===== src/hdl/kinl_pkg.sv =====
package kinl_pkg;

	typedef enum logic [2:0] {
		KIND_IDENT,
		KIND_KEYWORD,
		KIND_NUMBER,
		KIND_SYMBOL,
		KIND_END
	} kind_t;

	typedef enum logic [1:0] {
		MODE_IDLE,
		MODE_WORD,
		MODE_NUM
	} mode_t;

	typedef struct packed {
		kind_t       kind;
		logic [5:0]  length;
		logic [7:0]  sym;
		logic        too_long;
		logic        last;
	} token_t;

	localparam int          NUM_KW        = 3;
	localparam logic [2:0]  ALL_CANDIDATES = 3'b111;

	// keyword text, bit0 int, bit1 return, bit2 print
	localparam logic [7:0] KW_TEXT [NUM_KW][6] = '{
		'{"i", "n", "t", 8'h00, 8'h00, 8'h00},
		'{"r", "e", "t", "u", "r", "n"},
		'{"p", "r", "i", "n", "t", 8'h00}
	};
	localparam logic [2:0] KW_LEN [NUM_KW] = '{3'd3, 3'd6, 3'd5};

	function automatic logic is_blank(input logic [7:0] c);
		return (c == 8'h20) || (c >= 8'h09 && c <= 8'h0D);
	endfunction

	function automatic logic is_digit(input logic [7:0] c);
		return c >= "0" && c <= "9";
	endfunction

	function automatic logic is_word_start(input logic [7:0] c);
		return (c >= "A" && c <= "Z") || (c >= "a" && c <= "z") || c == "_";
	endfunction

endpackage


===== src/hdl/keyword_identifier_number_lexer_top.sv =====
// Path: a request is held in the input register, then its tokens are written into the
//   4-entry output queue, which drains one per cycle while m_tready is high.
// Throughput: one byte per cycle while the queue has room for two tokens; a byte that
//   closes a word and is itself a symbol gives two tokens.
// Reset: arst_n clears the lexer state (between tokens, all keyword candidates
//   open) and empties the output queue at once.
module keyword_identifier_number_lexer_top #(
	parameter int MAX_LEN = 64
) (
	input  logic       clk,
	input  logic       arst_n,
	input  logic       s_tvalid,
	output logic       s_tready,
	input  logic [7:0] s_tdata,   // [7:0] in_byte
	input  logic       s_tuser,   // [0] end_of_input
	output logic       m_tvalid,
	input  logic       m_tready,
	output logic [15:0] m_tdata,  // [5:0] token_length, [13:6] symbol_byte,
	                              // [14] too_long, [15] zero
	output logic [2:0] m_tuser,   // [2:0] token_kind
	output logic       m_tlast    // last_of_run
);
	import kinl_pkg::*;

	localparam int LEN_W = $clog2(MAX_LEN);
	localparam logic [LEN_W-1:0] LEN_SAT = LEN_W'(MAX_LEN - 1);

	logic             v_s1;
	logic [7:0]       byte_s1;
	logic             eoi_s1;

	mode_t            mode_q;
	logic [LEN_W-1:0] len_q;
	logic [2:0]       cand_q;
	logic             ovf_q;

	token_t           fifo_q [4];
	logic [1:0]       wr_ptr_q;
	logic [1:0]       rd_ptr_q;
	logic [2:0]       count_q;

	logic             proc;
	logic             pop;
	mode_t            mode_d;
	logic [LEN_W-1:0] len_d;
	logic [2:0]       cand_d;
	logic             ovf_d;
	token_t           res0;
	token_t           res1;
	logic [1:0]       n_res;

	logic [2:0]       cand_take;
	logic [LEN_W-1:0] len_take;
	logic             ovf_take;
	logic [2:0]       cand_start;
	token_t           close_tok;
	token_t           byte_tok;
	logic             byte_emits;
	logic [5:0]       len_out;

	assign proc     = v_s1 && (count_q <= 3'd2);
	assign s_tready = !v_s1 || proc;
	assign pop      = m_tvalid && m_tready;

	always_comb begin
		// extend the open run by one character
		cand_take = cand_q;
		for (int i = 0; i < NUM_KW; i++) begin
			if (len_q < LEN_W'(KW_LEN[i]) && KW_TEXT[i][len_q[2:0]] != byte_s1) begin
				cand_take[i] = 1'b0;
			end
			cand_start[i] = (KW_TEXT[i][0] == byte_s1);
		end
		if (len_q < LEN_SAT) begin
			len_take = len_q + 1'b1;
			ovf_take = ovf_q;
		end else begin
			len_take = len_q;
			ovf_take = 1'b1;
		end

		len_out = (len_q > LEN_W'(63)) ? 6'd63 : 6'(len_q);

		close_tok          = '0;
		close_tok.kind     = KIND_NUMBER;
		close_tok.length   = len_out;
		close_tok.too_long = ovf_q;
		if (mode_q == MODE_WORD) begin
			close_tok.kind = KIND_IDENT;
			for (int i = 0; i < NUM_KW; i++) begin
				if (!ovf_q && cand_q[i] && len_q == LEN_W'(KW_LEN[i])) begin
					close_tok.kind = KIND_KEYWORD;
				end
			end
		end

		byte_tok        = '0;
		byte_tok.kind   = KIND_SYMBOL;
		byte_tok.length = 6'd1;
		byte_tok.sym    = byte_s1;
		byte_emits      = 1'b0;

		mode_d = mode_q;
		len_d  = len_q;
		cand_d = cand_q;
		ovf_d  = ovf_q;
		res0   = close_tok;
		res1   = byte_tok;
		n_res  = 2'd0;

		if (eoi_s1) begin
			byte_tok      = '0;
			byte_tok.kind = KIND_END;
			byte_emits    = 1'b1;
			mode_d        = MODE_IDLE;
			len_d         = '0;
			cand_d        = ALL_CANDIDATES;
			ovf_d         = 1'b0;
		end else if ((mode_q == MODE_WORD && (is_word_start(byte_s1) || is_digit(byte_s1))) ||
		             (mode_q == MODE_NUM && is_digit(byte_s1))) begin
			len_d  = len_take;
			cand_d = cand_take;
			ovf_d  = ovf_take;
		end else begin
			// close any open run, then handle the byte itself
			mode_d = MODE_IDLE;
			len_d  = '0;
			cand_d = ALL_CANDIDATES;
			ovf_d  = 1'b0;
			if (is_word_start(byte_s1)) begin
				mode_d = MODE_WORD;
				len_d  = LEN_W'(1);
				cand_d = cand_start;
			end else if (is_digit(byte_s1)) begin
				mode_d = MODE_NUM;
				len_d  = LEN_W'(1);
				cand_d = cand_start;
			end else if (!is_blank(byte_s1)) begin
				byte_emits = 1'b1;
			end
		end

		if (mode_q != MODE_IDLE && (eoi_s1 || mode_d != mode_q || len_d == LEN_W'(1) ||
		    byte_emits || (len_d == '0))) begin
			// an open run was closed when it did not simply take the character
			if (!(!eoi_s1 && ((mode_q == MODE_WORD &&
			      (is_word_start(byte_s1) || is_digit(byte_s1))) ||
			      (mode_q == MODE_NUM && is_digit(byte_s1))))) begin
				res0  = close_tok;
				res1  = byte_tok;
				n_res = byte_emits ? 2'd2 : 2'd1;
			end else begin
				n_res = 2'd0;
			end
		end else if (mode_q == MODE_IDLE && byte_emits) begin
			res0  = byte_tok;
			n_res = 2'd1;
		end

		if (n_res == 2'd1) begin
			res0.last = 1'b1;
		end else if (n_res == 2'd2) begin
			res1.last = 1'b1;
		end
	end

	always_ff @(posedge clk or negedge arst_n) begin
		if (!arst_n) begin
			v_s1 <= 1'b0;
		end else if (s_tready) begin
			v_s1 <= s_tvalid;
		end
	end

	always_ff @(posedge clk) begin
		if (s_tready && s_tvalid) begin
			byte_s1 <= s_tdata;
			eoi_s1  <= s_tuser;
		end
	end

	always_ff @(posedge clk or negedge arst_n) begin
		if (!arst_n) begin
			mode_q <= MODE_IDLE;
			len_q  <= '0;
			cand_q <= ALL_CANDIDATES;
			ovf_q  <= 1'b0;
		end else if (proc) begin
			mode_q <= mode_d;
			len_q  <= len_d;
			cand_q <= cand_d;
			ovf_q  <= ovf_d;
		end
	end

	always_ff @(posedge clk) begin
		if (proc && n_res != 2'd0) begin
			fifo_q[wr_ptr_q] <= res0;
		end
		if (proc && n_res == 2'd2) begin
			fifo_q[wr_ptr_q + 2'd1] <= res1;
		end
	end

	always_ff @(posedge clk or negedge arst_n) begin
		if (!arst_n) begin
			wr_ptr_q <= '0;
			rd_ptr_q <= '0;
			count_q  <= '0;
		end else begin
			if (proc) begin
				wr_ptr_q <= wr_ptr_q + n_res;
			end
			if (pop) begin
				rd_ptr_q <= rd_ptr_q + 2'd1;
			end
			count_q <= count_q + (proc ? 3'(n_res) : 3'd0) - (pop ? 3'd1 : 3'd0);
		end
	end

	assign m_tvalid = (count_q != 3'd0);
	assign m_tuser  = fifo_q[rd_ptr_q].kind;
	assign m_tlast  = fifo_q[rd_ptr_q].last;
	assign m_tdata  = {1'b0, fifo_q[rd_ptr_q].too_long, fifo_q[rd_ptr_q].sym,
	                   fifo_q[rd_ptr_q].length};

	a_queue_bound: assert property (@(posedge clk) disable iff (!arst_n)
		count_q <= 3'd4)
		else $error("output queue overfilled");

	a_room_on_accept: assert property (@(posedge clk) disable iff (!arst_n)
		(v_s1 && s_tready) |-> (count_q <= 3'd2))
		else $error("request taken without room for two tokens");

	a_eoi_resets: assert property (@(posedge clk) disable iff (!arst_n)
		(proc && eoi_s1) |=> (mode_q == MODE_IDLE && len_q == '0 && !ovf_q))
		else $error("lexer state not cleared after end of input");

	a_end_is_last: assert property (@(posedge clk) disable iff (!arst_n)
		(m_tvalid && m_tuser == KIND_END) |-> (m_tlast && m_tdata == '0))
		else $error("end token malformed");

endmodule

===== config.mk =====
export PLATFORM = sky130hd
export DESIGN_NAME = keyword_identifier_number_lexer_top
export DESIGN_NICKNAME = d
export VERILOG_FILES = /design/src/hdl/kinl_pkg.sv /design/src/hdl/keyword_identifier_number_lexer_top.sv
export SDC_FILE = /design/constraint.sdc
export NUM_CORES = 1
export LEC_CHECK = 0
export BUFFER_PORTS_ARGS = -buffer_cell sky130_fd_sc_hd__buf_2
export CAP_MARGIN = 0
export CORE_UTILIZATION = 60
export DETAILED_ROUTE_END_ITERATION = 8
export GPL_TIMING_DRIVEN = 1
export PLACE_DENSITY = 0.79
export REMOVE_ABC_BUFFERS = 1
export SETUP_SLACK_MARGIN = 0.1
export SLEW_MARGIN = 15
export SYNTH_ARGS = -nofsm -noshare
export SYNTH_HDL_FRONTEND = slang
export SYNTH_SLANG_ARGS = --single-unit

===== constraint.sdc =====
create_clock -name clk -period 5.7 [get_ports clk]
set_clock_uncertainty 0.05 [all_clocks]
set_input_delay 0.855 -clock clk [delete_from_list [all_inputs] [get_ports clk]]
set_output_delay 0.855 -clock clk [all_outputs]
set_load 0.02 [all_outputs]

==> qor.txt <==
status: finished, final reports clean
Mapped Area: 5760 um^2
Synth area leaders: edfxtp_1 32%, dfxtp_1 8.3%, mux4_2 7.4%, dfrtp_1 7.4%, nor2_1 3.5%
Critical Path Source Type: flip-flop
fin crit period: 3.91 ns
Worst-path clk slew: 0.11 ns
H-tree Lvls: 3
synth unique cells: 80
post_cts resized: 0
Placed Area: 5920 um^2
Syn Area/Cell: 11.3 um^2
RD Place Congestion: 0.901
GRT Overall Usage: 28.7%
Ports: 35
Design Area, Final: 6120 um^2
worst path arrival time: 4.11 ns
core area: 9280 um^2
root buf cell: clkbuf_8
Die Ht: 100 um
area leader, netlist: edfxtp_1
Worst Tran Pin Value: 0.935 ns
Finished Core Util: 65.9%
Worst IR Drop VDD: 0.000221 V
total power: 3040 uW
Worst setup EP type: flip-flop
flops & latches, synth: 105
first drt pass iteration count: 4
Lkg Pwr: 0.00224 uW
pwr dens: 497 nW/um^2
Seq/Total Area, Yosys: 48.9%
Initial DRC Count: 328
IO Port Bufs: 33
# diodes: 0
final WL: 13500 um
Worst EP required: 5.90 ns
max-slew violations: 0
GR Overflow Total: 0
Post-CTS Hold Buffers: 0
Final Hold Violating Endpoints: 0
CP Class: reg -> reg
Slew HR: 37.7%
RSZ-0062 raised after global routing: false
Tcrit/Tclk final: 68.6%
number of buffers created by CTS: 9
P&R area growth vs syn: 6.28%
Final setup viols: 0
number of post-CTS setup repair buffers: 0
Synth Warn #: 0
CP max stage delay: 0.69 ns
Worst Path Max Fanout: 20
worst skew pair latency: 0.37 ns
Max Freq: 0.256 GHz
clk buf depth: 2
clock sinks: 105
asr flop ratio synth: 19.0%
dominant synthesized flop cell: edfxtp_1
Fill cells: 710
die width: 100 um
critical-path cell list: or4b_4, a21oi_1, o211a_2, or3_4, a21boi_2, nand2b_1, ha_1, inv_1, ha_1, inv_1, fa_1, xor2_1, xnor2_1
CTS tree: done
Gate Count Post-Synth: 511
HPWL after DPL: 9550 um
layout net count: 545
Starting Density: 62.0%
max_cap viols: 0
layout cell share with drive strength beyond 1: 19.2%
vias per std cell: 6.55
vias in the first global route: 4064
drt wl/cell: 20.6 um
first-pass GRT wire length: 22000 um
Hold Slack: 0.390 ns
initial antenna violation count: 0
Synth top area share: 31.8%
largest net degree at the start of global routing: 22
die area: 10000 um^2
Crit-path slowest cell: edfxtp_1
via count: 4293
post-route ant nets: 0
drt drc: 0
Min-Delay Path Class: in -> async
setup TNS: 0 ns
Post-synth EDFFs: 61
row cnt: 35
[sequential cells by signal, indices dropped and copies added, names as in the netlist, 2 cells and up]
register,cells
wr_ptr_q,2
count_q,3
cand_q,3
len_q,6
mode_q,2
byte_s1,8
fifo_q,76
rd_ptr_q,2
[layout by cell type (no fill, tap or decap), types with 4 or more instances in the layout]
cell type  netlist  routed
a31o_1          12      12
nand2b_1        10      10
a22o_1          13      13
xnor2_1          7       7
a21oi_1         13      13
nor2_1          54      53
o31ai_1          4       4
buf_2            5      33
nand2_1         34      34
dfxtp_1         24      24
edfxtp_1        61      61
o22ai_1          9       9
nand3_1         10      10
o32ai_1          6       6
and2_1          11      11
o21ai_0         14      14
xor2_1           4       4
a211oi_1         4       4
nor2b_1          4       4
and3_1          16      16
clkbuf_8         0       9
a21o_1           4       4
nor3_1          11      11
dfrtp_1         17      17
nand4_1          4       4
ha_1            10      10
o211ai_1         5       5
a31oi_1          6       6
mux4_2          19      19
inv_1           14      14
[path summary, 6_finish.rpt]
check                                   start  slack, ns             to  depth (start not counted)
worst max-delay path               byte_s1[1]       1.79     count_q[2]                         13
worst min-delay path                   arst_n       0.39       len_q[1]                          1
worst max register to register     byte_s1[1]       1.79     count_q[2]                         13
worst min register to register  fifo_q[2][13]       0.43  fifo_q[2][13]                          1
max in group asynchronous              arst_n       4.85     count_q[1]                          1
min in group clk                fifo_q[2][13]       0.43  fifo_q[2][13]                          1
[where the power goes]
group	switching, uW	total (uW)	internal (uW)
Combinational	837	1340	501
Sequential	201	1230	1030
Clock	262	470	208
Total	1300	3040	1740
[kinds of logic (layout without fill, tap and decap cells)]
family,Yosys count,count (layout),synth area share (%)
and+or+nand+nor,183,183,17.0
DFF,105,105,48.9
muxes,21,21,7.78
xor gates and xnor gates,11,11,1.67
adders and majority gates,11,11,2.52
buffers and inverters,50,65,3.95
other,1,1,0.0651
AOI/OAI and AO/OA,129,129,18.1
[synth_stat cells (12+ instances only)]
cell type	count
o21ai_0	14
edfxtp_1	61
nand2_1	34
a31o_1	12
inv_1	14
mux4_2	19
nor2_1	54
dfrtp_1	17
a21oi_1	13
a22o_1	13
and3_1	16
dfxtp_1	24
clkbuf_1	21
[area by class of cell]
type	count	area [um^2]	share of cell area (%)
Clock buffer	11	131	2.15
Clock inverter	5	65.1	1.06
Multi-Input combinational cell	356	2720	44.4
Timing Repair Buffer	34	173	2.82
Sequential cell	105	2820	46.0
Inverter	15	56.3	0.920
Tap cell	129	161	2.64
[metrics by stage]
step	instances	setup slack, ns
6_report	655	1.79
5_1_grt	655	1.48
4_1_cts	655	1.83
3_5_place_dp	639	1.87
3_3_place_gp	639	1.97
2_1_floorplan	476	2.24
[critical path: cells and delay by family (launching register included)]
family | cells | cell delay (ns)
AO/OA/AOI/OAI | 3 | 0.88
XOR/XNOR | 2 | 0.29
adder cells (fa/ha/maj) | 3 | 0.73
buffers and inverters | 2 | 0.10
flip-flops | 1 | 0.69
AND/OR/NAND/NOR | 3 | 1.02
[routing by layer]
metal / global-route usage, % / vias to the layer above / part of all wire (%)
met5: 0 / - / 0
li1: - / 1968 / -
met4: 8.81 / 0 / 2.4
met1: 39.5 / 2077 / 42
met3: 4.81 / 32 / 7.2
met2: 47.1 / 216 / 48
(Power assumes the default switching activity.)
